### config.mk
export PLATFORM = sky130hd
export DESIGN_NAME = palette_button_overlay_compositor
export DESIGN_NICKNAME = d
export VERILOG_FILES = /design/src/rtl/pbo_pkg.sv /design/src/rtl/pbo_cfg.sv /design/src/rtl/pbo_button.sv /design/src/rtl/palette_button_overlay_compositor.sv
export SDC_FILE = /design/constraint.sdc
export NUM_CORES = 2
export LEC_CHECK = 0
export BUFFER_PORTS_ARGS = -buffer_cell sky130_fd_sc_hd__buf_2
export CAP_MARGIN = 20
export CORE_MARGIN = 4
export CORE_UTILIZATION = 55
export CTS_CLUSTER_SIZE = 8
export DETAILED_ROUTE_END_ITERATION = 12
export PLACE_DENSITY = 0.71
export SETUP_SLACK_MARGIN = 0.05
export SYNTH_ARGS = -nofsm -noshare
export SYNTH_HDL_FRONTEND = slang
export SYNTH_HIERARCHICAL = 1
export SYNTH_SLANG_ARGS = --single-unit
export TNS_END_PERCENT = 30
### constraint.sdc
create_clock -name clk_i -period 22.3 [get_ports clk_i]
set_input_delay 4.46 -clock clk_i [delete_from_list [all_inputs] [get_ports clk_i]]
set_output_delay 4.46 -clock clk_i [all_outputs]
set_load 0.02 [all_outputs]
### src/rtl/pbo_pkg.sv
// Shared types and constants for the palette and button overlay compositor.
// Holds the configuration record, per-button hit flags, fill colors and label glyphs.
// No dependencies.
package pbo_pkg;

  localparam int NUM_BUTTONS = 4;
  localparam int CALC_W      = 20;

  localparam logic [15:0] WHITE = 16'hFFFF;

  typedef enum logic [2:0] {
    REG_PALETTE  = 3'd0,
    REG_BUTTON_X = 3'd1,
    REG_BUTTON_Y = 3'd2,
    REG_BUTTON_W = 3'd3,
    REG_BUTTON_H = 3'd4
  } pbo_reg_e;

  typedef struct packed {
    logic [63:0] palette;
    logic [63:0] button_x;
    logic [63:0] button_y;
    logic [63:0] button_w;
    logic [63:0] button_h;
  } pbo_cfg_t;

  typedef struct packed {
    logic white;
    logic fill;
  } pbo_hit_t;

  localparam logic [15:0] FILL_COLORS [NUM_BUTTONS] = '{
    16'h02BF, 16'h07E0, 16'h07FF, 16'hFD20
  };

  // Glyphs: A, B, E, L, S, T
  localparam logic [4:0] GLYPH_ROWS [6][7] = '{
    '{5'h0E, 5'h11, 5'h11, 5'h1F, 5'h11, 5'h11, 5'h11},
    '{5'h1E, 5'h11, 5'h11, 5'h1E, 5'h11, 5'h11, 5'h1E},
    '{5'h1F, 5'h10, 5'h10, 5'h1E, 5'h10, 5'h10, 5'h1F},
    '{5'h10, 5'h10, 5'h10, 5'h10, 5'h10, 5'h10, 5'h1F},
    '{5'h0F, 5'h10, 5'h10, 5'h0E, 5'h01, 5'h01, 5'h1E},
    '{5'h1F, 5'h04, 5'h04, 5'h04, 5'h04, 5'h04, 5'h04}
  };

  // Labels: "B", "A", "SEL", "ST"
  localparam int LABEL_GLYPHS [NUM_BUTTONS][3] = '{
    '{1, 0, 0}, '{0, 0, 0}, '{4, 2, 3}, '{4, 5, 0}
  };
  localparam int LABEL_LEN [NUM_BUTTONS] = '{1, 1, 3, 2};

endpackage

### src/rtl/pbo_cfg.sv
// Configuration register file of the overlay compositor.
// Takes register writes by index and presents all registers as one record.
// Depends on pbo_pkg.
module pbo_cfg (
  input  logic            clk_i,
  input  logic            rst_ni,
  input  logic            cfg_valid_i,
  output logic            cfg_ready_o,
  input  logic [2:0]      cfg_index_i,
  input  logic [63:0]     cfg_data_i,
  output pbo_pkg::pbo_cfg_t cfg_o
);
  import pbo_pkg::*;

  pbo_cfg_t cfg_q;

  assign cfg_ready_o = 1'b1;
  assign cfg_o       = cfg_q;

  always_ff @(posedge clk_i or negedge rst_ni) begin
    if (!rst_ni) begin
      cfg_q <= '0;
    end else if (cfg_valid_i) begin
      case (pbo_reg_e'(cfg_index_i))
        REG_PALETTE:  cfg_q.palette  <= cfg_data_i;
        REG_BUTTON_X: cfg_q.button_x <= cfg_data_i;
        REG_BUTTON_Y: cfg_q.button_y <= cfg_data_i;
        REG_BUTTON_W: cfg_q.button_w <= cfg_data_i;
        REG_BUTTON_H: cfg_q.button_h <= cfg_data_i;
        default: ;
      endcase
    end
  end

endmodule

### src/rtl/pbo_button.sv
// Hit logic of one on-screen button: border, label and checkerboard fill.
// Clips to the frame and suppresses buttons lying fully above or below it.
// Depends on pbo_pkg.
module pbo_button #(
  parameter int BUTTON_IDX   = 0,
  parameter int FRAME_WIDTH  = 160,
  parameter int FRAME_HEIGHT = 144
) (
  input  logic [7:0]  px_i,
  input  logic [7:0]  py_i,
  input  logic [15:0] bx_i,
  input  logic [15:0] by_i,
  input  logic [15:0] bw_i,
  input  logic [15:0] bh_i,
  output pbo_pkg::pbo_hit_t hit_o
);
  import pbo_pkg::*;

  localparam int Len   = LABEL_LEN[BUTTON_IDX];
  localparam int TextW = (Len * 6 - 1) * 2;
  localparam logic signed [CALC_W-1:0] FrameW = CALC_W'(FRAME_WIDTH);
  localparam logic signed [CALC_W-1:0] FrameH = CALC_W'(FRAME_HEIGHT);

  function automatic logic signed [CALC_W-1:0] half_tz(input logic signed [CALC_W-1:0] v);
    logic signed [CALC_W-1:0] t;
    t = v + {{(CALC_W-1){1'b0}}, v[CALC_W-1]};
    return t >>> 1;
  endfunction

  logic signed [CALC_W-1:0] px, py, bx, by, bw, bh;
  logic signed [CALC_W-1:0] yend, xend, xs, xe, cur, sy, dy;
  logic in_rows, in_cols, visible, border, label;
  logic [4:0] row;

  assign px = {{(CALC_W-8){1'b0}}, px_i};
  assign py = {{(CALC_W-8){1'b0}}, py_i};
  assign bx = {{(CALC_W-16){bx_i[15]}}, bx_i};
  assign by = {{(CALC_W-16){by_i[15]}}, by_i};
  assign bw = {{(CALC_W-16){1'b0}}, bw_i};
  assign bh = {{(CALC_W-16){1'b0}}, bh_i};

  assign yend = by + bh;
  assign xend = bx + bw;
  assign xs   = (bx < 0) ? '0 : bx;
  assign xe   = (xend > FrameW) ? FrameW : xend;

  assign in_rows = (py >= by) && (py < yend);
  assign in_cols = (px >= xs) && (px < xe);
  assign visible = !((yend <= 0) || (by >= FrameH));

  assign border =
    (in_cols && ((py == by) || (py == by + 1) || (py == yend - 1) || (py == yend - 2))) ||
    (in_rows && ((px == bx) || (px == bx + 1) || (px == xend - 1) || (px == xend - 2)));

  assign cur = bx + half_tz(bw - CALC_W'(TextW));
  assign sy  = by + half_tz(bh - CALC_W'(14));
  assign dy  = py - sy;

  always_comb begin
    logic signed [CALC_W-1:0] dx;
    logic [4:0] shifted;
    logic       dy_ok;
    label = 1'b0;
    row   = '0;
    dy_ok = (dy >= 0) && (dy < CALC_W'(14));
    for (int i = 0; i < 3; i++) begin
      if (i < Len) begin
        row     = GLYPH_ROWS[LABEL_GLYPHS[BUTTON_IDX][i]][dy[3:1]];
        dx      = px - cur - CALC_W'(12 * i);
        shifted = row << dx[3:1];
        if (dy_ok && (dx >= 0) && (dx < CALC_W'(10)) && shifted[4]) begin
          label = 1'b1;
        end
      end
    end
  end

  assign hit_o.white = visible && (border || label);
  assign hit_o.fill  = visible && in_rows && in_cols && !py[0] && (px[0] == xs[0]);

endmodule

### src/rtl/palette_button_overlay_compositor.sv
// Palette lookup and four-button overlay compositor, top level.
// Instantiates pbo_cfg and four pbo_button lanes; depends on pbo_pkg.
//
// One pixel enters per cycle and its byte-swapped RGB565 color leaves through an input
// register and a result register; the path between them holds the palette lookup and the
// compare logic of all four buttons side by side. Throughput is one pixel per clock for
// as long as the output side takes transfers. Configuration writes complete in the cycle
// they are presented.
module palette_button_overlay_compositor #(
  parameter int FRAME_WIDTH  = 160,
  parameter int FRAME_HEIGHT = 144
) (
  input  logic        clk_i,
  input  logic        rst_ni,
  input  logic        s_axis_tvalid,
  output logic        s_axis_tready,
  input  logic [23:0] s_axis_tdata,   // pixel_x, pixel_y, color_index
  output logic        m_axis_tvalid,
  input  logic        m_axis_tready,
  output logic [15:0] m_axis_tdata,   // pixel_color
  input  logic        cfg_valid_i,
  output logic        cfg_ready_o,
  input  logic [2:0]  cfg_index_i,
  input  logic [63:0] cfg_data_i
);
  import pbo_pkg::*;

  pbo_cfg_t  cfg;
  pbo_hit_t  hits [NUM_BUTTONS];

  logic       in_valid_q;
  logic [7:0] px_q, py_q;
  logic [1:0] ci_q;
  logic       out_valid_q;
  logic [15:0] color_q;
  logic       out_ready, in_ready, in_frame;
  logic [15:0] color_d;

  pbo_cfg u_cfg (
    .clk_i       (clk_i),
    .rst_ni      (rst_ni),
    .cfg_valid_i (cfg_valid_i),
    .cfg_ready_o (cfg_ready_o),
    .cfg_index_i (cfg_index_i),
    .cfg_data_i  (cfg_data_i),
    .cfg_o       (cfg)
  );

  for (genvar k = 0; k < NUM_BUTTONS; k++) begin : g_button
    pbo_button #(
      .BUTTON_IDX   (k),
      .FRAME_WIDTH  (FRAME_WIDTH),
      .FRAME_HEIGHT (FRAME_HEIGHT)
    ) u_button (
      .px_i  (px_q),
      .py_i  (py_q),
      .bx_i  (cfg.button_x[16*k +: 16]),
      .by_i  (cfg.button_y[16*k +: 16]),
      .bw_i  (cfg.button_w[16*k +: 16]),
      .bh_i  (cfg.button_h[16*k +: 16]),
      .hit_o (hits[k])
    );
  end

  assign out_ready     = !out_valid_q || m_axis_tready;
  assign in_ready      = !in_valid_q || out_ready;
  assign s_axis_tready = in_ready;
  assign m_axis_tvalid = out_valid_q;
  assign m_axis_tdata  = color_q;

  assign in_frame = ({{(CALC_W-8){1'b0}}, px_q} < CALC_W'(FRAME_WIDTH)) &&
                    ({{(CALC_W-8){1'b0}}, py_q} < CALC_W'(FRAME_HEIGHT));

  always_comb begin
    logic [15:0] c;
    c = cfg.palette[{ci_q, 4'b0000} +: 16];
    if (in_frame) begin
      for (int k = 0; k < NUM_BUTTONS; k++) begin
        if (hits[k].white) begin
          c = WHITE;
        end else if (hits[k].fill) begin
          c = FILL_COLORS[k];
        end
      end
    end
    color_d = {c[7:0], c[15:8]};
  end

  always_ff @(posedge clk_i or negedge rst_ni) begin
    if (!rst_ni) begin
      in_valid_q  <= 1'b0;
      out_valid_q <= 1'b0;
    end else begin
      if (in_ready) begin
        in_valid_q <= s_axis_tvalid;
      end
      if (out_ready) begin
        out_valid_q <= in_valid_q;
      end
    end
  end

  always_ff @(posedge clk_i) begin
    if (in_ready && s_axis_tvalid) begin
      px_q <= s_axis_tdata[7:0];
      py_q <= s_axis_tdata[15:8];
      ci_q <= s_axis_tdata[17:16];
    end
    if (out_ready && in_valid_q) begin
      color_q <= color_d;
    end
  end

endmodule
==> out/results.txt <==
status: finished clean
top_reg_cell synth: dfrtp_1
Die X: 306 um
antenna-violating nets left: 0
worst vdd ir: 0.175 mV
# setup viols final: 0
PortBufs: 107
clock sinks: 356
Ys Warns: 6
die height: 306 um
CP max-delay cell: or4_1
Worst-path clk slew: 0.06 ns
final wirelength: 151 mm
CP Buf/Inv Count: 3
Final Max Tran Viols: 0
Worst Slack Setup Final: 12.84 ns
TritonCTS clock tree: built
initial core utilization: 0.554
First-pass DRT Iterations: 8
register bit total from synthesis: 356
Post-CTS Hold Buffers: 0
Top Ports: 115
CTS H-tree lvls: 2
Via density: 6.42
Post-Syn Area: 0.0490 mm^2
Crit. End Element: flop
M2 GR Usage: 0.492
Netlist cell types: 141
initial antenna violation count: 6
Hold WC Path Type: reg -> reg
Skew-Pair Late Insertion Delay: 0.63 ns
layer with the highest usage: met2
Rel. slew slack: 0.220
Tot GR Track Use: 0.310
syn_area_per_cell: 8.59 um^2
Crit Path Class: reg -> reg
Final Cycle Share: 0.424
setup slack at placement: 12.92 ns
Post-DP HPWL: 117 mm
nets: 6502
CTS Buf Count: 54
Core Box Area: 0.0884 mm^2
met1 global-route usage: 0.426
Post-synth ARST share: 0.904
grt ovf: 0
delay of the slowest critical-path stage: 0.58 ns
P&R area growth vs syn: 6.14%
first-pass GRT wire length: 237 mm
die footprint: 0.0939 mm^2
Post-Route Skew: 0.0347 ns
post-cts resize count: 0
Post-synth EDFFs: 34
met3 usage: 0.0536
Setup crit start kind: flop
most frequent cells in the layout: ha_1, inv_1, nand2_1
Max Buffers Root-to-Sink: 3
most common cell after layout, fill and taps aside: ha_1
unrepaired setup endpoints after global routing: no
maxcap violations: 0
CP top delay family: simple AND/OR/NAND/NOR gates
Final TNS setup: 0 ns
pin count of the biggest net entering global routing: 78
Cells after Synth: 5705
Tightest Pin Transition: 1.17 ns
vias in the first global route: 42501
final number of hold-violating endpoints: 0
routability-driven placement congestion ratio: 0.960
f_max: 106 MHz
Seq/Total Area, Yosys: 0.185
root buffer cell: clkbuf_16
worst-path fanout max: 6
CP required: 22.77 ns
post-synth net total: 6443
vias after detailed routing: 44701
DRC viols: 0
Critical Path AT: 9.92 ns
Rows: 109
drt initial violations: 3974
share of cells above drive strength 1: 0.119
Static Leak: 22.2 nW
Period minus WS final: 9.46 ns
DR WL/cell: 21.7 um
Pwr Density: 138 mW/mm^2
buffer count from post-CTS setup fixing: 0
[flip-flops by register name, indices dropped and copies added (netlist names)]
| signal | count |
|---|---|
| py_q | 8 |
| u_cfg/cfg_o | 320 |
| px_q | 8 |
| ci_q | 2 |
| m_axis_tvalid | 1 |
| in_valid_q | 1 |
| m_axis_tdata | 16 |
[cells in the mapped netlist (35+ instances only)]
cell type | instances | area share
nor3b_1 | 41 | 0.0063
a21o_1 | 103 | 0.016
a211oi_1 | 61 | 0.0093
mux2i_1 | 41 | 0.0084
ha_1 | 570 | 0.15
a21oi_1 | 309 | 0.032
o211ai_1 | 54 | 0.0083
a31oi_1 | 71 | 0.0091
o21a_1 | 69 | 0.011
nand2_1 | 403 | 0.031
nand3_1 | 154 | 0.016
dfrtp_1 | 322 | 0.16
nor3_1 | 159 | 0.016
xnor2_1 | 342 | 0.061
a2111oi_0 | 35 | 0.0063
nor2b_1 | 63 | 0.0080
nor4_1 | 93 | 0.012
or3_1 | 60 | 0.0077
nand2b_1 | 83 | 0.011
inv_1 | 406 | 0.031
and2_1 | 56 | 0.0072
fa_1 | 72 | 0.029
xor2_1 | 174 | 0.031
mux2_2 | 269 | 0.062
nor2_1 | 336 | 0.026
and3_1 | 73 | 0.0093
mux2_4 | 60 | 0.018
clkbuf_1 | 75 | 0.0057
o21ai_0 | 275 | 0.028
nand4_1 | 96 | 0.012
or2_2 | 40 | 0.0051
[layout make-up]
| type | instances | area [um^2] |
|---|---|---|
| Timing Repair Buffer | 143 | 833 |
| Multi-Input combinational cell | 4797 | 37500 |
| Tap cell | 1165 | 1460 |
| Antenna cell | 3 | 7.51 |
| Sequential cell | 356 | 9080 |
| Clock inverter | 9 | 114 |
| Inverter | 412 | 1550 |
| Fill cell | 7959 | 36400 |
| Clock buffer | 74 | 1490 |
[routing by layer]
layer	up-vias	wire length [um]	part of all wire
li1	21330	-	-
met3	275	12000	0.080
met5	-	12	0.000080
met4	2	6330	0.042
met2	1566	66400	0.44
met1	21528	66100	0.44
[path summary, 6_finish.rpt]
path	slack, ns	end	from	cells after the start
max	12.84	m_axis_tdata[7]$_DFFE_PP_	u_cfg/cfg_o[17]$_DFFE_PN0P_	33
max in group asynchronous	16.31	u_cfg/cfg_o[122]$_DFFE_PN0P_	rst_ni	3
min in group asynchronous	3.81	u_cfg/cfg_o[31]$_DFFE_PN0P_	rst_ni	1
max reg2reg	12.84	m_axis_tdata[7]$_DFFE_PP_	u_cfg/cfg_o[17]$_DFFE_PN0P_	33
min	0.49	u_cfg/cfg_o[317]$_DFFE_PN0P_	u_cfg/cfg_o[317]$_DFFE_PN0P_	1
min reg2reg	0.49	u_cfg/cfg_o[317]$_DFFE_PN0P_	u_cfg/cfg_o[317]$_DFFE_PN0P_	1
[report_power, final]
group | total (mW) | switching [mW] | internal, mW
Sequential | 1.07 | 0.281 | 0.793
Clock | 0.794 | 0.315 | 0.479
Combinational | 5.28 | 3.09 | 2.19
Total | 7.15 | 3.69 | 3.46
[cells by family after synthesis]
family,count (synthesis),synth area share
AOI/OAI and AO/OA,1424,0.200
xor gates and xnor gates,527,0.0967
adders and majority gates,646,0.176
buffers and inverters,552,0.0504
DFF,356,0.185
muxes,391,0.0976
other,1,0.0000766
and+or+nand+nor,1808,0.194
[per-stage QoR]
step	instance area (um^2)	instances	power [mW]	hold WS (ns)	util
after floorplan	49000	5705	5.11	0.449	-
after global placement	50400	6871	6.14	0.473	0.570
after detailed placement	50400	6871	6.23	0.476	0.570
after CTS	52000	6954	7.07	0.487	0.588
after global routing	52000	6957	7.82	0.518	0.588
final	52000	6959	7.15	0.485	0.588
(Power assumes the default switching activity.)
